==> src/bba_pkg.sv <==
// bba_pkg: shared types and constants for the buddy block allocator.
// No dependencies; bba_front, bba_back, the top level and the testbench import this package.
package bba_pkg;

  localparam int ADDR_W = 16;   // block address width
  localparam int REQ_W  = 17;   // request byte count width
  localparam int NEED_W = 18;   // request plus header plus rounding
  localparam int ORD_W  = 4;    // command order field, holds up to 15
  localparam int GORD_W = 3;    // granted order port width
  localparam int STAT_W = 2;

  // node codes of the block tree
  localparam logic [1:0] NODE_ABSENT = 2'd0;
  localparam logic [1:0] NODE_FREE   = 2'd1;
  localparam logic [1:0] NODE_USED   = 2'd2;
  localparam logic [1:0] NODE_SPLIT  = 2'd3;

  // result status codes
  localparam logic [STAT_W-1:0] STAT_OK        = 2'd0;
  localparam logic [STAT_W-1:0] STAT_NO_SPACE  = 2'd1;
  localparam logic [STAT_W-1:0] STAT_TOO_LARGE = 2'd2;
  localparam logic [STAT_W-1:0] STAT_BAD_FREE  = 2'd3;

  // classified command, front to back
  typedef struct packed {
    logic              is_free;
    logic              too_large;
    logic [ORD_W-1:0]  order;
    logic [ADDR_W-1:0] addr;
  } cmd_t;

  // result item
  typedef struct packed {
    logic [ADDR_W-1:0] addr;
    logic [GORD_W-1:0] order;
    logic [STAT_W-1:0] status;
  } res_t;

  // back-end status seen by the top level
  typedef struct packed {
    logic clearing;
    logic busy;
  } back_stat_t;

endpackage

==> src/bba_ram.sv <==
// bba_ram: generic single-port RAM with registered read.
// No dependencies.
module bba_ram #(
  parameter int WIDTH = 2,
  parameter int DEPTH = 255
) (
  input  logic                     clk,
  input  logic [$clog2(DEPTH)-1:0] addr,
  input  logic                     we,
  input  logic [WIDTH-1:0]         wdata,
  output logic [WIDTH-1:0]         rdata
);

  logic [WIDTH-1:0] mem [DEPTH];

  always_ff @(posedge clk) begin
    if (we) begin
      mem[addr] <= wdata;
    end
    rdata <= mem[addr];
  end

endmodule

==> src/bba_fifo.sv <==
// bba_fifo: small register queue used between front and back and on the result side.
// No dependencies.
module bba_fifo #(
  parameter int WIDTH = 8,
  parameter int DEPTH = 2
) (
  input  logic             clk,
  input  logic             rst,
  input  logic             push,
  input  logic [WIDTH-1:0] wdata,
  output logic             full,
  input  logic             pop,
  output logic [WIDTH-1:0] rdata,
  output logic             empty
);

  localparam int PW = (DEPTH > 1) ? $clog2(DEPTH) : 1;
  localparam int CW = $clog2(DEPTH + 1);

  logic [WIDTH-1:0] entry [DEPTH];
  logic [PW-1:0]    wr_ptr;
  logic [PW-1:0]    rd_ptr;
  logic [CW-1:0]    count;
  logic             do_push;
  logic             do_pop;

  assign full    = (count == CW'(DEPTH));
  assign empty   = (count == '0);
  assign do_push = push && !full;
  assign do_pop  = pop && !empty;
  assign rdata   = entry[rd_ptr];

  // pointers and fill count
  always_ff @(posedge clk) begin
    if (rst) begin
      wr_ptr <= '0;
      rd_ptr <= '0;
      count  <= '0;
    end else begin
      if (do_push) begin
        wr_ptr <= (wr_ptr == PW'(DEPTH - 1)) ? '0 : wr_ptr + PW'(1);
      end
      if (do_pop) begin
        rd_ptr <= (rd_ptr == PW'(DEPTH - 1)) ? '0 : rd_ptr + PW'(1);
      end
      if (do_push && !do_pop) begin
        count <= count + CW'(1);
      end else if (do_pop && !do_push) begin
        count <= count - CW'(1);
      end
    end
  end

  // storage
  always_ff @(posedge clk) begin
    if (do_push) begin
      entry[wr_ptr] <= wdata;
    end
  end

endmodule

==> src/bba_front.sv <==
// bba_front: accepts items, sizes allocate requests into a block order, queues commands.
// Depends on bba_pkg and bba_fifo.
module bba_front #(
  parameter int NUM_ORDERS      = 8,
  parameter int MIN_BLOCK_BYTES = 512,
  parameter int HEADER_BYTES    = 8
) (
  input  logic                           clk,
  input  logic                           rst,
  input  logic                           hold,
  input  logic                           push,
  output logic                           full,
  input  logic                           kind,
  input  logic [bba_pkg::REQ_W-1:0]      request_bytes,
  input  logic [bba_pkg::ADDR_W-1:0]     block_address,
  input  logic                           cmd_pop,
  output logic                           cmd_empty,
  output bba_pkg::cmd_t                  cmd
);
  import bba_pkg::*;

  localparam int LOG2_MIN = $clog2(MIN_BLOCK_BYTES);
  localparam int TOP      = NUM_ORDERS - 1;
  localparam int BLK_W    = NEED_W - LOG2_MIN;
  localparam int OBIT_W   = $clog2(BLK_W + 1);

  logic [NEED_W-1:0] need;
  logic [NEED_W-1:0] rounded;
  logic [BLK_W-1:0]  blocks;
  logic [BLK_W-1:0]  bm1;
  logic [OBIT_W-1:0] ord;
  logic              q_full;
  cmd_t              cmd_in;

  // bytes plus header, rounded up to whole minimum blocks
  assign need    = NEED_W'(request_bytes) + NEED_W'(HEADER_BYTES);
  assign rounded = need + NEED_W'(MIN_BLOCK_BYTES - 1);
  assign blocks  = rounded[NEED_W-1:LOG2_MIN];
  assign bm1     = (blocks == '0) ? '0 : blocks - BLK_W'(1);

  // order is the bit length of blocks minus one
  always_comb begin
    ord = '0;
    for (int i = 0; i < BLK_W; i++) begin
      if (bm1[i]) begin
        ord = OBIT_W'(i + 1);
      end
    end
  end

  always_comb begin
    cmd_in.is_free   = kind;
    cmd_in.too_large = (ord > OBIT_W'(TOP));
    cmd_in.order     = ORD_W'(ord);
    cmd_in.addr      = block_address;
  end

  assign full = q_full || hold;

  bba_fifo #(.WIDTH($bits(cmd_t)), .DEPTH(2)) u_cmd_q (
    .clk   (clk),
    .rst   (rst),
    .push  (push && !hold),
    .wdata (cmd_in),
    .full  (q_full),
    .pop   (cmd_pop),
    .rdata (cmd),
    .empty (cmd_empty)
  );

endmodule

==> src/bba_back.sv <==
// bba_back: sequencer that walks the block tree to allocate, split, free and merge.
// Depends on bba_pkg and bba_ram.
module bba_back #(
  parameter int NUM_ORDERS      = 8,
  parameter int MIN_BLOCK_BYTES = 512
) (
  input  logic                 clk,
  input  logic                 rst,
  input  logic                 cmd_empty,
  input  bba_pkg::cmd_t        cmd,
  output logic                 cmd_pop,
  input  logic                 res_full,
  output logic                 res_push,
  output bba_pkg::res_t        res,
  output bba_pkg::back_stat_t  stat
);
  import bba_pkg::*;

  localparam int LOG2_MIN   = $clog2(MIN_BLOCK_BYTES);
  localparam int TOP        = NUM_ORDERS - 1;
  localparam int NODE_COUNT = (1 << NUM_ORDERS) - 1;
  localparam int NW         = $clog2(NODE_COUNT);
  localparam int KW         = NUM_ORDERS - 1;
  localparam int LVL_W      = $clog2(NUM_ORDERS);
  localparam int CW         = NUM_ORDERS;

  localparam logic [4:0] S_CLEAR = 5'd0;
  localparam logic [4:0] S_IDLE  = 5'd1;
  localparam logic [4:0] S_A_LVL = 5'd2;
  localparam logic [4:0] S_A_RD  = 5'd3;
  localparam logic [4:0] S_A_CK  = 5'd4;
  localparam logic [4:0] S_A_SP1 = 5'd5;
  localparam logic [4:0] S_A_SP2 = 5'd6;
  localparam logic [4:0] S_A_SP3 = 5'd7;
  localparam logic [4:0] S_A_USE = 5'd8;
  localparam logic [4:0] S_F_RD  = 5'd9;
  localparam logic [4:0] S_F_CK  = 5'd10;
  localparam logic [4:0] S_F_SET = 5'd11;
  localparam logic [4:0] S_M_RD  = 5'd12;
  localparam logic [4:0] S_M_CK  = 5'd13;
  localparam logic [4:0] S_M_W1  = 5'd14;
  localparam logic [4:0] S_M_W2  = 5'd15;
  localparam logic [4:0] S_M_W3  = 5'd16;
  localparam logic [4:0] S_RESP  = 5'd17;

  logic [4:0]        state;
  logic [NW-1:0]     clr_addr;
  cmd_t              cur;
  logic [LVL_W-1:0]  lvl;
  logic [KW-1:0]     k;
  logic [CW-1:0]     free_count [NUM_ORDERS];
  res_t              res_reg;

  logic [NW-1:0]     mem_addr;
  logic              mem_we;
  logic [1:0]        mem_wdata;
  logic [1:0]        mem_rdata;

  logic [LVL_W-1:0]  ord_l;
  logic [LVL_W-1:0]  lvl_dn;
  logic [LVL_W-1:0]  lvl_up;
  logic [KW-1:0]     lvl_last;
  logic [KW-1:0]     k_dn;
  logic [31:0]       a32;
  logic [31:0]       kf;
  logic [5:0]        sh;
  logic              f_hit;

  function automatic logic [NW-1:0] node_of(input logic [LVL_W-1:0] lv,
                                            input logic [KW-1:0] kk);
    node_of = ((NW'(1) << (LVL_W'(TOP) - lv)) - NW'(1)) + NW'(kk);
  endfunction

  assign ord_l    = cur.order[LVL_W-1:0];
  assign lvl_dn   = lvl - LVL_W'(1);
  assign lvl_up   = lvl + LVL_W'(1);
  assign lvl_last = KW'((NW'(1) << (LVL_W'(TOP) - lvl)) - NW'(1));
  assign k_dn     = k << 1;

  // free lookup: block index at this order, aligned and inside the level
  assign a32   = 32'(cur.addr);
  assign sh    = 6'(LOG2_MIN) + 6'(lvl);
  assign kf    = a32 >> sh;
  assign f_hit = ((kf << sh) == a32) && ((kf >> (LVL_W'(TOP) - lvl)) == 32'd0);

  // node memory port
  always_comb begin
    mem_addr  = node_of(lvl, k);
    mem_we    = 1'b0;
    mem_wdata = NODE_ABSENT;
    case (state)
      S_CLEAR: begin
        mem_addr  = clr_addr;
        mem_we    = 1'b1;
        mem_wdata = (clr_addr == '0) ? NODE_FREE : NODE_ABSENT;
      end
      S_A_SP1: begin
        mem_we    = 1'b1;
        mem_wdata = NODE_SPLIT;
      end
      S_A_SP2: begin
        mem_addr  = node_of(lvl_dn, k_dn);
        mem_we    = 1'b1;
        mem_wdata = NODE_FREE;
      end
      S_A_SP3: begin
        mem_addr  = node_of(lvl_dn, k_dn | KW'(1));
        mem_we    = 1'b1;
        mem_wdata = NODE_FREE;
      end
      S_A_USE: begin
        mem_we    = 1'b1;
        mem_wdata = NODE_USED;
      end
      S_F_RD:  mem_addr = node_of(lvl, kf[KW-1:0]);
      S_F_SET: begin
        mem_we    = 1'b1;
        mem_wdata = NODE_FREE;
      end
      S_M_RD:  mem_addr = node_of(lvl, k ^ KW'(1));
      S_M_W1: begin
        mem_we    = 1'b1;
        mem_wdata = NODE_ABSENT;
      end
      S_M_W2: begin
        mem_addr  = node_of(lvl, k ^ KW'(1));
        mem_we    = 1'b1;
        mem_wdata = NODE_ABSENT;
      end
      S_M_W3: begin
        mem_addr  = node_of(lvl_up, k >> 1);
        mem_we    = 1'b1;
        mem_wdata = NODE_FREE;
      end
      default: mem_addr = node_of(lvl, k);
    endcase
  end

  bba_ram #(.WIDTH(2), .DEPTH(NODE_COUNT)) u_nodes (
    .clk   (clk),
    .addr  (mem_addr),
    .we    (mem_we),
    .wdata (mem_wdata),
    .rdata (mem_rdata)
  );

  assign cmd_pop       = (state == S_IDLE) && !cmd_empty;
  assign res_push      = (state == S_RESP) && !res_full;
  assign res           = res_reg;
  assign stat.clearing = (state == S_CLEAR);
  assign stat.busy     = (state != S_IDLE);

  // sequencer
  always_ff @(posedge clk) begin
    if (rst) begin
      state    <= S_CLEAR;
      clr_addr <= '0;
      for (int i = 0; i < NUM_ORDERS; i++) begin
        free_count[i] <= (i == TOP) ? CW'(1) : '0;
      end
    end else begin
      case (state)
        S_CLEAR: begin
          clr_addr <= clr_addr + NW'(1);
          if (clr_addr == NW'(NODE_COUNT - 1)) begin
            state <= S_IDLE;
          end
        end
        S_IDLE: begin
          if (!cmd_empty) begin
            cur <= cmd;
            k   <= '0;
            if (cmd.is_free) begin
              lvl   <= '0;
              state <= S_F_RD;
            end else if (cmd.too_large) begin
              res_reg <= '{addr: '0, order: '0, status: STAT_TOO_LARGE};
              state   <= S_RESP;
            end else begin
              lvl   <= cmd.order[LVL_W-1:0];
              state <= S_A_LVL;
            end
          end
        end
        // allocate: find the smallest order with a free block
        S_A_LVL: begin
          k <= '0;
          if (free_count[lvl] != '0) begin
            state <= S_A_RD;
          end else if (lvl == LVL_W'(TOP)) begin
            res_reg <= '{addr: '0, order: GORD_W'(cur.order), status: STAT_NO_SPACE};
            state   <= S_RESP;
          end else begin
            lvl <= lvl_up;
          end
        end
        S_A_RD: state <= S_A_CK;
        S_A_CK: begin
          if (mem_rdata == NODE_FREE) begin
            state <= (lvl == ord_l) ? S_A_USE : S_A_SP1;
          end else if (k == lvl_last) begin
            if (lvl == LVL_W'(TOP)) begin
              res_reg <= '{addr: '0, order: GORD_W'(cur.order), status: STAT_NO_SPACE};
              state   <= S_RESP;
            end else begin
              lvl   <= lvl_up;
              state <= S_A_LVL;
            end
          end else begin
            k     <= k + KW'(1);
            state <= S_A_RD;
          end
        end
        // split, keeping the lower half
        S_A_SP1: state <= S_A_SP2;
        S_A_SP2: state <= S_A_SP3;
        S_A_SP3: begin
          free_count[lvl]    <= free_count[lvl] - CW'(1);
          free_count[lvl_dn] <= free_count[lvl_dn] + CW'(2);
          lvl   <= lvl_dn;
          k     <= k_dn;
          state <= (lvl_dn == ord_l) ? S_A_USE : S_A_SP1;
        end
        S_A_USE: begin
          free_count[lvl] <= free_count[lvl] - CW'(1);
          res_reg.addr    <= ADDR_W'(32'(k) << sh);
          res_reg.order   <= GORD_W'(cur.order);
          res_reg.status  <= STAT_OK;
          state           <= S_RESP;
        end
        // free: find the order at which this address is allocated
        S_F_RD: begin
          k <= kf[KW-1:0];
          if (f_hit) begin
            state <= S_F_CK;
          end else if (lvl == LVL_W'(TOP)) begin
            res_reg <= '{addr: '0, order: '0, status: STAT_BAD_FREE};
            state   <= S_RESP;
          end else begin
            lvl <= lvl_up;
          end
        end
        S_F_CK: begin
          if (mem_rdata == NODE_USED) begin
            state <= S_F_SET;
          end else if (lvl == LVL_W'(TOP)) begin
            res_reg <= '{addr: '0, order: '0, status: STAT_BAD_FREE};
            state   <= S_RESP;
          end else begin
            lvl   <= lvl_up;
            state <= S_F_RD;
          end
        end
        S_F_SET: begin
          free_count[lvl] <= free_count[lvl] + CW'(1);
          res_reg <= '{addr: '0, order: GORD_W'(lvl), status: STAT_OK};
          state   <= (lvl == LVL_W'(TOP)) ? S_RESP : S_M_RD;
        end
        // merge with the buddy while it is free
        S_M_RD: state <= S_M_CK;
        S_M_CK: state <= (mem_rdata == NODE_FREE) ? S_M_W1 : S_RESP;
        S_M_W1: state <= S_M_W2;
        S_M_W2: state <= S_M_W3;
        S_M_W3: begin
          free_count[lvl]    <= free_count[lvl] - CW'(2);
          free_count[lvl_up] <= free_count[lvl_up] + CW'(1);
          lvl   <= lvl_up;
          k     <= k >> 1;
          state <= (lvl_up == LVL_W'(TOP)) ? S_RESP : S_M_RD;
        end
        S_RESP: begin
          if (!res_full) begin
            state <= S_IDLE;
          end
        end
        default: state <= S_IDLE;
      endcase
    end
  end

  // a command is taken only when the sequencer is idle
  a_pop_idle: assert property (@(posedge clk) disable iff (rst)
    cmd_pop |-> (state == S_IDLE))
    else $error("command taken while busy");

  // marking a block allocated always yields a good result
  a_use_ok: assert property (@(posedge clk) disable iff (rst)
    (state == S_A_USE) |=> (state == S_RESP) && (res_reg.status == STAT_OK))
    else $error("allocation did not report success");

  // only clearing and merging write absent nodes
  a_absent_wr: assert property (@(posedge clk) disable iff (rst)
    (mem_we && mem_wdata == NODE_ABSENT) |->
      (state == S_CLEAR || state == S_M_W1 || state == S_M_W2))
    else $error("unexpected node removal");

  // a result leaves only after the sequencer finishes an item
  a_push_resp: assert property (@(posedge clk) disable iff (rst)
    res_push |=> (state == S_IDLE))
    else $error("result pushed outside response");

endmodule

==> src/buddy_block_allocator.sv <==
// Binary buddy allocator: 2^NUM_ORDERS-1 node tree of MIN_BLOCK_BYTES blocks.
// Depends on bba_pkg, bba_front, bba_back, bba_fifo.
//
// Input channel: push/full. kind 0 allocates request_bytes (plus header), kind 1
// frees the block at block_address. Result channel: empty/pop, one result item
// per input item, in order: granted_address, granted_order, status.
// A two-entry command queue decouples intake from the tree sequencer, and a
// two-entry result queue lets the sequencer finish while results wait.
// Each item is worked through on the single node memory port:
//   allocate: skip empty orders, scan nodes, then split down to the order
//   no space: check each order up to the top; too large: no tree access
//   free:     probe orders upward, then merge step by step with free buddies
//             until a buddy check stops the merge below the top order
// After reset the node memory is cleared, one node per cycle, all
// 2^NUM_ORDERS-1 nodes (255 by default); full stays high meanwhile.
// When the receiver stalls, the result queue fills, the sequencer waits,
// then the command queue fills and full rises; nothing is dropped.
module buddy_block_allocator #(
  parameter int NUM_ORDERS      = 8,
  parameter int MIN_BLOCK_BYTES = 512,
  parameter int HEADER_BYTES    = 8
) (
  input  logic                           clk,
  input  logic                           rst,
  input  logic                           push,
  output logic                           full,
  input  logic                           kind,
  input  logic [bba_pkg::REQ_W-1:0]      request_bytes,
  input  logic [bba_pkg::ADDR_W-1:0]     block_address,
  output logic                           empty,
  input  logic                           pop,
  output logic [bba_pkg::ADDR_W-1:0]     granted_address,
  output logic [bba_pkg::GORD_W-1:0]     granted_order,
  output logic [bba_pkg::STAT_W-1:0]     status
);
  import bba_pkg::*;

  cmd_t       cmd;
  logic       cmd_empty;
  logic       cmd_pop;
  logic       res_full;
  logic       res_push;
  res_t       res_in;
  res_t       res_out;
  back_stat_t back_stat;

  bba_front #(
    .NUM_ORDERS      (NUM_ORDERS),
    .MIN_BLOCK_BYTES (MIN_BLOCK_BYTES),
    .HEADER_BYTES    (HEADER_BYTES)
  ) u_front (
    .clk           (clk),
    .rst           (rst),
    .hold          (back_stat.clearing),
    .push          (push),
    .full          (full),
    .kind          (kind),
    .request_bytes (request_bytes),
    .block_address (block_address),
    .cmd_pop       (cmd_pop),
    .cmd_empty     (cmd_empty),
    .cmd           (cmd)
  );

  bba_back #(
    .NUM_ORDERS      (NUM_ORDERS),
    .MIN_BLOCK_BYTES (MIN_BLOCK_BYTES)
  ) u_back (
    .clk       (clk),
    .rst       (rst),
    .cmd_empty (cmd_empty),
    .cmd       (cmd),
    .cmd_pop   (cmd_pop),
    .res_full  (res_full),
    .res_push  (res_push),
    .res       (res_in),
    .stat      (back_stat)
  );

  // result queue
  bba_fifo #(.WIDTH($bits(res_t)), .DEPTH(2)) u_res_q (
    .clk   (clk),
    .rst   (rst),
    .push  (res_push),
    .wdata (res_in),
    .full  (res_full),
    .pop   (pop),
    .rdata (res_out),
    .empty (empty)
  );

  assign granted_address = res_out.addr;
  assign granted_order   = res_out.order;
  assign status          = res_out.status;

endmodule

==> config.mk <==
export PLATFORM = sky130hd
export DESIGN_NAME = buddy_block_allocator
export DESIGN_NICKNAME = d
export VERILOG_FILES = /design/src/bba_pkg.sv /design/src/bba_ram.sv /design/src/bba_fifo.sv /design/src/bba_front.sv /design/src/bba_back.sv /design/src/buddy_block_allocator.sv
export SDC_FILE = /design/constraint.sdc
export NUM_CORES = 1
export LEC_CHECK = 0
export BUFFER_PORTS_ARGS = -buffer_cell sky130_fd_sc_hd__buf_2
export CORE_MARGIN = 2
export CORE_UTILIZATION = 38
export DETAILED_ROUTE_END_ITERATION = 12
export PLACE_DENSITY = 0.59
export SKIP_CTS_REPAIR_TIMING = 1
export SYNTH_ARGS = -nofsm -noshare
export SYNTH_HDL_FRONTEND = slang
export SYNTH_SLANG_ARGS = --single-unit
==> constraint.sdc <==
create_clock -name clk -period 27.8 [get_ports clk]
set_clock_uncertainty 0.1 [all_clocks]
set_input_delay 5.56 -clock clk [delete_from_list [all_inputs] [get_ports clk]]
set_output_delay 5.56 -clock clk [all_outputs]
set_load 0.02 [all_outputs]
### Word-level counts from Yosys, hierarchy flattened

Memory sizes are Yosys's and may differ from the RTL's. A register that Yosys moved wholly into a read port is not among the register bits.
Index checks and enable logic that the tools add are counted.

| operators by class | value |
|---|---|
| $add $sub $neg | 34 |
| magnitude comparators | 1 |
| equality and inequality tests | 40 |
| shift-type cells | 7 |
| mux-type cells | 103 |
| bitwise logic cells | 6 |
| reduce and logical (&&, ||, !) cells | 45 |

Operators by type and width:

| cell | number |
|---|---|
| $mux W21 | 10 |
| $pmux W21 S7 | 1 |
| $pmux W5 S18 | 1 |
| $mux W5 | 16 |
| $mux W3 | 17 |
| $mux W8 | 6 |
| $pmux W8 S6 | 1 |
| $pmux W7 S6 | 1 |
| $add A8 B7 Y8 | 5 |
| $eq A5 B4 Y1 const B | 8 |
| $mux W1 | 34 |
| $eq A32 B16 Y1 | 1 |
| $logic_not A32 Y1 | 1 |
| $shl A32 B6 Y32 | 1 |
| $shr A16 B6 Y32 | 1 |
| $shr A32 B3 Y32 | 1 |
| $sub A8 B1 Y8 const B | 4 |
| $add A8 B1 Y8 const B | 3 |
| $reduce_or A8 Y1 | 3 |
| $shl A1 B3 Y8 const A | 3 |
| $mux W7 | 3 |
| $pmux W3 S7 | 1 |
| $eq A5 B3 Y1 const B | 4 |
| $add A17 B4 Y18 const B | 1 |
| 52 further kinds | 109 |

| storage, ports and cells | value |
|---|---|
| register bits | 71 |
| memory bits (writable) | 660 |
| bits of input ports | 38 |
| output and inout bits | 23 |
| memories kept | 4 |

Memory list:

| memory | words | bits a word | read ports | clocked after Yosys merged registers in | write ports | RTL line | RTL |
|---|---|---|---|---|---|---|---|
| u_back.u_nodes.mem | 255 | 2 | 1 | 1 | 1 | bba_ram.sv:14 | `logic [WIDTH-1:0] mem [DEPTH];` |
| u_back.free_count | 8 | 8 | 3 | 1 | 8 | bba_back.sv:51 | `logic [CW-1:0] free_count [NUM_ORDERS];` |
| u_front.u_cmd_q.entry | 2 | 22 | 1 | 1 | 1 | bba_fifo.sv:20 | `logic [WIDTH-1:0] entry [DEPTH];` |
| u_res_q.entry | 2 | 21 | 1 | 1 | 1 | bba_fifo.sv:20 |  |

### Longest topological paths before layout

Gate-level depths: netlist of run 1.

| depth | value |
|---|---|
| depth after elaboration | 14 |
| mapped depth | 28 |

### Hierarchy

A second synthesis of run 1 with hierarchy kept.

| unflattened totals | value |
|---|---|
| cell total of the unflattened synthesis | 2666 |
| area, all modules | 36306.1 µm² |

Modules (own cells, without submodules):

| module | instances | cells each | area an instance (µm²) |
|---|---|---|---|
| bba_ram | 1 | 1171 | 20793.7 |
| bba_back | 1 | 1246 | 11447.2 |
| bba_fifo at u_front.u_cmd_q | 1 | 93 | 1796.7 |
| bba_fifo at u_res_q | 1 | 90 | 1725.4 |
| bba_front | 1 | 66 | 543.0 |

### Worst setup path after synthesis of run 1

No wires, ideal clock.

| timing path | value |
|---|---|
| path type | register to register |
| start | reg u_back.state[3] |
| end | mem u_back.u_nodes.mem[0][1] (data pin) |
| library setup time | 2.237 ns |
| data arrival time | 11.412 ns |
| setup slack | 14.050 ns |
| cell stages (with the launch flop) | 5 |
| period minus slack after synthesis | 13.750 ns |
| path through | dfxtp_1 > buf_1 > buf_1 > nand3_1 > a211oi_1 |

| between the ends | value |
|---|---|
| word-level cells in the longest chain between the ends | 3 |
| elaborated cells between the ends (all ways) | 9 |
| classes of those cells | 6 x eq/ne; 1 x mux; 2 x reduce/logical |

Ends and longest elaborated chain:

| item | RTL line | RTL |
|---|---|---|
| start, declared | bba_back.sv:46 | `logic [4:0] state;` |
| start signal, assigned | bba_back.sv:200 | `state <= (lvl == ord_l) ? S_A_USE : S_A_SP1;` |
| start signal, assigned | bba_back.sv:222 | `state <= (lvl_dn == ord_l) ? S_A_USE : S_A_SP1;` |
| start signal, assigned | bba_back.sv:257 | `state <= (lvl == LVL_W'(TOP)) ? S_RESP : S_M_RD;` |
| $eq A5 B3 Y1 (tied with other cells) | bba_back.sv:91 | `case (state)` |
| $reduce_or A4 Y1 (no line) | - |  |
| $pmux W2 S4 * | bba_back.sv:91 |  |
| named net u_back.mem_wdata[1] | bba_back.sv:56 | `logic [1:0] mem_wdata;` |
| end, declared | bba_ram.sv:14 |  |

The timed path passes the listed nets; every way through them passes the cells marked *.

### Worst setup path after layout of run 1

| timing path | value |
|---|---|
| start | reg u_back.state[0] |
| end | out full |

| between the ends | value |
|---|---|
| word-level cells in the longest chain between the ends | 2 |

Ends and longest elaborated chain:

| item | RTL line | RTL |
|---|---|---|
| $logic_not A5 Y1 | bba_back.sv:150 | `assign stat.clearing = (state == S_CLEAR);` |
| $logic_or A1 B1 Y1 | bba_front.sv:58 | `assign full = q_full \|\| hold;` |
| end, declared | buddy_block_allocator.sv:26 | `output logic full,` |

No other way between the ends.

==> results of run 1 <==
## worst max-delay path, stage by stage (launching register included)
cell and delay, ns:
dfxtp_1 0.59, nor2_1 0.57, nand2_1 0.20, nor3_2 0.53
a21oi_1 0.17, inv_1 0.10, buf_2 0.18
## placed cells by master (no fill, tap or decap), types with 39 or more instances in the layout
| cell | count |
|---|---|
| a211oi_1 | 88 |
| a21oi_1 | 80 |
| a22oi_1 | 39 |
| a31oi_1 | 89 |
| and2_1 | 87 |
| buf_2 | 60 |
| buf_4 | 57 |
| clkbuf_16 | 84 |
| edfxtp_1 | 708 |
| ha_1 | 58 |
| inv_1 | 64 |
| mux2_2 | 52 |
| mux2i_1 | 138 |
| nand2_1 | 390 |
| nand3_1 | 70 |
| nor2_1 | 391 |
| nor3_1 | 46 |
| o21ai_0 | 85 |
| o22ai_1 | 74 |
| xnor2_1 | 46 |
| xor2_1 | 40 |
## metal layers
| layer | share of wire | vias up | track usage | wire length, µm |
|---|---|---|---|---|
| met5 | 0.00013 | - | 0 | 13 |
| met4 | 0.026 | 2 | 0.0601 | 2560 |
| met3 | 0.065 | 171 | 0.0332 | 6460 |
| met2 | 0.46 | 949 | 0.315 | 46100 |
| met1 | 0.44 | 12700 | 0.273 | 44000 |
| li1 | - | 11800 | - | - |
## cells by family after synthesis
group,count (synthesis),share of synthesized area
simple gates,1115,0.135
fa+ha+maj,64,0.0226
mux,231,0.0777
compound gates,633,0.117
xor+xnor,87,0.0210
buf+inv,288,0.0318
flops,736,0.594
## synth_stat cells (all sizes together), types with 74 or more instances
master	n	area, µm²
o21ai	95	475
nor2	396	1490
nand2	391	1470
edfxtp	708	21300
o22ai	74	463
a211oi	89	668
clkbuf	132	495
mux2i	138	1380
and2	87	544
buf	88	415
a31oi	89	557
a21oi	80	400
## area by class of cell
type                    count  area share
flip-flops and latches    736       0.534
inverters                  68     0.00624
clock inverters            46     0.00992
multi-input cells        2130       0.338
clock buffers             104      0.0535
well taps                1276      0.0391
repair buffers            120      0.0193
## worst paths after layout
path | cells past startpoint | endpoint | slack (ns)
min | 0 | u_res_q.entry[1][18] | 0.34
max | 6 | full | 19.16
min reg2reg | 0 | u_res_q.entry[1][18] | 0.34
max reg2reg | 18 | u_back.u_nodes.rdata[1] | 20.68
## report_power, final
part           total (mW)  switching [mW]  internal [mW]
logic               0.150           0.104         0.0467
registers            1.23         0.00588           1.23
clock network        1.05           0.443          0.607
total                2.43           0.553           1.88
## metrics by stage
stage / util / hold slack [ns] / cell area, µm²
after floorplan: - / 0.321 / 36700
after global placement: 0.398 / 0.327 / 38300
after detailed placement: 0.398 / 0.330 / 38300
after CTS: 0.425 / 0.344 / 40900
after global routing: 0.425 / 0.359 / 40900
final: 0.425 / 0.341 / 40900
==> results.md, run 1 <==
- Cell row count: around 110
- Hold Vio Cnt, Final: 0
- YS warnings: 0
- Yosys reg bits: around 740
- WP data arrival: about 3 ns
- Vias: 25700
- Largest registers: u_back.u_nodes.mem x510, u_back.free_count x64
- Ports: 61
- Multi-input logic area: approximately 0.014 mm²
- Max reg flops: 510
- Mapped Avg Cell Area: roughly 12 µm²
- Area growth syn-to-layout: 11.3%
- Setup TNS: 0 ns
- Fmax: 0.116 GHz
- Final Critical Period: 8.64 ns
- Ratio of cells with drive above 1 in the final layout: 0.112
- Largest net degree at the start of global routing: around 260
- Ys flop type: edfxtp_1
- Worst path required time: 22.14 ns
- Remaining antenna violation count: 0
- Vias in the first global route: ~25000
- Avg WL per Cell: approximately 22 µm
- First-pass GRT wire length: around 150000 µm
- Hold path startpoint: u_back.res[18]
- Register area share after synthesis: 0.594
- Pwr Total: 2.43 mW
- HP Class: register to register
- Slew margin rel.: 0.214
- Max-cap viol count: 0
- Register Area: between 0.02 and 0.025 mm²
- Worst Tran Pin Value: between 1 and 1.5 ns
- Critical Path Start: u_back.state[0]
- Cts bufs inserted: a little over 80
- Leak Pwr: ~14 nW
- Setup ws final: around 19 ns
- Unrepaired setup endpoints after global routing: false
- Crit end category: output port
- DRC violations left: 0
- Power density cells: slightly below 60 mW/mm²
- Chip width: 315 µm
- Max rail drop VDD: about 0.053 mV
- GR Overflow Total: 0
- Initial drt markers: around 2400
- ANT cells: 0
- H-tree depth: 3
- CTS Buffer Depth: 3
- Gate Count Post-Synth: about 3200
- Via-to-Cell Ratio: between 5 and 6
- Fin crit share: 0.311
- Max Slew Vio Count: 0
- Most flops, register: u_back.u_nodes.mem
- Total Nets Final: 3240
- Clk_lat worst skew: between 0.6 and 0.7 ns
- FF-to-FF Start: u_back.lvl[0]
- GPL Wtd Cong: 0.898
- # placed instances: about 4300
- Initial core utilization: 0.381
- Layout fillers: 9063
- Fin cells: roughly 4500
- Syn_nets: ~3300
- Die ar.: about 0.1 mm²
- TritonCTS clock tree: built
- Initial antenna violation count: 2
- CP Max Fanout: 26
- IO buf count: 60
- Startpoint types: register
- Final setup viols: 0
- Number of synthesized flops with an enable pin: approximately 700
- Synth cell types: 86
- WL final: 99100 µm
- Die Y: ~310 µm
- Status: completed
- Share of synthesized flip-flops with an asynchronous set or reset: 0
- Synth Cell Area: 0.0367 mm²
- Post-DP HPWL: a little over 60000 µm
- Core Footprint: 0.0963 mm²
- Total track usage: 0.196
- Pre-CTS WS: 18.64 ns
- Clock transition at path regs: 0.06 ns
- Num Clock Sinks: about 740
- Crit Path Class: register to output port
- DRT Pass-1 Iters: 8
- Root Buffer: clkbuf_16
Power figures use the tool's default switching activity.
==> run 2: changes to the inputs <==
clock period = 8.54 ns   (was 27.8 ns; I/O delays follow)
==> run 2 against run 1 <==
Routed wire length increased by 0.89%; cell area rose by 0.21%; global-route usage increased by 0.18 points; largest cell class unchanged; critical endpoint is now u_back.u_nodes.mem[193][1]; register-to-register slack worse by 19 ns; non-clock buffer count down 6; sequential power increased to 3.3 times the previous value; largest power group unchanged.
==> results.md, run 2 (synthesis results as in run 1) <==
- Status: completed (unchanged)
- CTS Buffer Depth: 3 (unchanged)
- Layout fillers: 9080 (was 9063)
- Clock transition at path regs: 0.06 ns (about the same)
- Power density cells: 195 mW/mm² (was 59.5 mW/mm²)
- Clk pwr share: 0.435 (was 0.432)
- Slew margin rel.: 0.146 (was 0.214)
- Vias in the first global route: 24800 (about the same)
- CP Capture Point: u_back.u_nodes.mem[193][1] (was full)
- GPL Wtd Cong: 0.906 (was 0.898)
- Cts bufs inserted: 84 (was 82)
- Initial core utilization: 0.381 (unchanged)
- WP data arrival: 7.43 ns (was 2.98 ns)
- CP Max Fanout: 26 (unchanged)
- WL final: 100000 µm (was 99100 µm)
- Chip width: 315 µm (unchanged)
- Final Critical Period: ~7.2 ns
- Setup ws final: 1.34 ns (was 19.16 ns)
- Worst Reg-to-Reg Cells: 16 (was 18)
- Sequential group share of total power: 0.501 (was 0.507)
- Num Clock Sinks: 736 (unchanged)
- IO buf count: 60 (unchanged)
- First-pass GRT wire length: 151000 µm (was 150000 µm)
- Clk_lat worst skew: 0.68 ns (was 0.66 ns)
- Multi-input logic area: 0.0138 mm² (unchanged)
- Die Y: 315 µm (unchanged)
- HP Class: register to register (unchanged)
- Root Buffer: clkbuf_16 (unchanged)
- Commonest non-fill, non-tap cells in the layout: edfxtp_1 (708), nand2_1 (391), nor2_1 (390) (was edfxtp_1 (708), nor2_1 (391), nand2_1 (390))
- FF-to-FF Start: u_back.lvl[1] (was u_back.lvl[0])
- Largest net degree at the start of global routing: 204 (was 256)
- Core Footprint: 0.0963 mm² (unchanged)
- Internal: 6.17 mW (was 1.88 mW)
- Die ar.: 0.0991 mm² (unchanged)
- Final setup viols: 0 (unchanged)
- Post-DP HPWL: 62400 µm (was 60700 µm)
- TritonCTS clock tree: built (unchanged)
- Fin cells: 4477 (was 4480)
- Hold Vio Cnt, Final: 0 (unchanged)
- Vias: 25900 (was 25700)
- Pre-CTS WS: 1.49 ns (was 18.64 ns)
- Unrepaired setup endpoints after global routing: false (unchanged)
- GR Overflow Total: 0 (unchanged)
- Ratio of cells with drive above 1 in the final layout: 0.110 (was 0.112)
- Most common cell after layout, fill and taps aside: edfxtp_1 (unchanged)
- Critical Path Start: u_back.lvl[1] (was u_back.state[0])
- Most flops, register: u_back.u_nodes.mem (unchanged)
- Max reg flops: 510 (unchanged)
- H-tree depth: 3 (unchanged)
- Remaining antenna violation count: 0 (unchanged)
- Crit end category: register (was output port)
- Leak Pwr: 13.9 nW (was 14.1 nW)
- Max-cap viol count: 0 (unchanged)
- Area growth syn-to-layout: 11.6% (was 11.3%)
- Max Slew Vio Count: 0 (unchanged)
- Max rail drop VDD: 0.151 mV (was 0.0532 mV)
- DRT Pass-1 Iters: 8 (unchanged)
- Via-to-Cell Ratio: 5.79 (was 5.73)
- R2R Path End: u_back.u_nodes.mem[193][1] (was u_back.u_nodes.rdata[1])
- Largest registers: u_back.u_nodes.mem x510, u_back.free_count x64 (unchanged)
- Worst path required time: 8.76 ns (was 22.14 ns)
- ANT cells: 0 (unchanged)
- Worst Tran Pin Value: 1.27 ns (was 1.18 ns)
- # placed instances: 4324 (was 4330)
- Switch share: 0.229 (was 0.227)
- Startpoint types: register (unchanged)
- Initial antenna violation count: 1 (was 2)
- Ports: 61 (unchanged)
- Fin crit share: 0.843
- Fmax: about 0.14 GHz
- Switching power: 1.84 mW (was 0.553 mW)
- Total Nets Final: 3236 (was 3240)
- FF-to-FF setup slack: 1.34 ns (was 20.68 ns)
- Initial drt markers: 3041 (was 2430)
- DRC violations left: 0 (unchanged)
- Part of the power in combinational logic: 0.064 (was 0.062)
- Crit Path Class: register to register (was register to output port)
- Cell row count: 114 (unchanged)
- Avg WL per Cell: 22.3 µm (was 22.1 µm)
- Setup TNS: 0 ns (unchanged)
- Total track usage: 0.198 (was 0.196)
- Register Area: 0.0218 mm² (unchanged)
run 2: cell count changes in the layout (fill, tap and decap cells not counted), moves of 2 or more:
cell and change:
clkinv_1 +6, clkinv_2 -6, clkinv_4 -2, buf_4 -10
clkinv_16 +2, inv_16 -2, buf_12 +4, clkinvlp_4 +2
clkbuf_16 +2
run 2: critical path, cell delays in order (launching register included):
cell      delay (ns)
edfxtp_1        0.91
inv_1           0.44
ha_1            0.37
xor2_2          0.37
nand2_1         0.11
ha_1            0.27
xnor2_1         0.24
inv_1           0.09
fa_1            0.50
a21boi_0        0.15
a31oi_1         0.28
mux2i_1         0.14
o32ai_2         0.23
buf_4           0.27
and2_1          0.93
nand2_1         0.99
nor2_1          0.43
run 2: area by class of cell:
type / count / share of cell area
sequential: 736 / 0.533
multi-input combinational: 2130 / 0.337
clock buffer: 105 / 0.0545
tap: 1276 / 0.0390
timing repair buffer: 114 / 0.0194
clock inverter: 48 / 0.0108
inverter: 68 / 0.00623
run 2: stage by stage:
stage / utilization / hold slack [ns] / cell area (µm²) / power (mW)
3_5_place_dp: 0.398 / 0.329 / 38300 / 4.60
2_1_floorplan: - / 0.321 / 36700 / 4.42
6_report: 0.425 / 0.330 / 41000 / 8.00
3_3_place_gp: 0.398 / 0.322 / 38300 / 4.60
4_1_cts: 0.425 / 0.337 / 41000 / 8.08
5_1_grt: 0.425 / 0.348 / 41000 / 8.27
run 2: routing by layer:
layer / up-vias / global-route usage / wire (µm)
li1: 11800 / - / -
met1: 12900 / 0.280 / 44200
met2: 1042 / 0.313 / 46400
met3: 155 / 0.0335 / 7020
met4: 2 / 0.0593 / 2390
met5: - / 0 / 13
run 2: worst min-delay path by stage:
stage,from,endpoint,slack [ns],depth (start not counted)
2_1_floorplan,u_back.res[0],u_res_q.entry[0][0],0.32,0
3_3_place_gp,u_back.res[2],u_res_q.entry[0][2],0.32,0
3_5_place_dp,u_back.res[18],u_res_q.entry[1][18],0.33,0
4_1_cts,u_back.res[2],u_res_q.entry[1][2],0.34,0
5_1_grt,u_back.res[9],u_res_q.entry[1][9],0.35,0
6_report,u_back.res[2],u_res_q.entry[1][2],0.33,0
run 2: power groups by stage:
| stage | clock (mW) | sequential, mW | combinational (mW) |
|---|---|---|---|
| after global routing | 3.70 | 4.01 | 0.557 |
| after detailed placement | 0 | 4.09 | 0.512 |
| after floorplan | 0 | 4.09 | 0.336 |
| final | 3.48 | 4.01 | 0.512 |
| after global placement | 0 | 4.08 | 0.511 |
| after CTS | 3.55 | 4.01 | 0.514 |
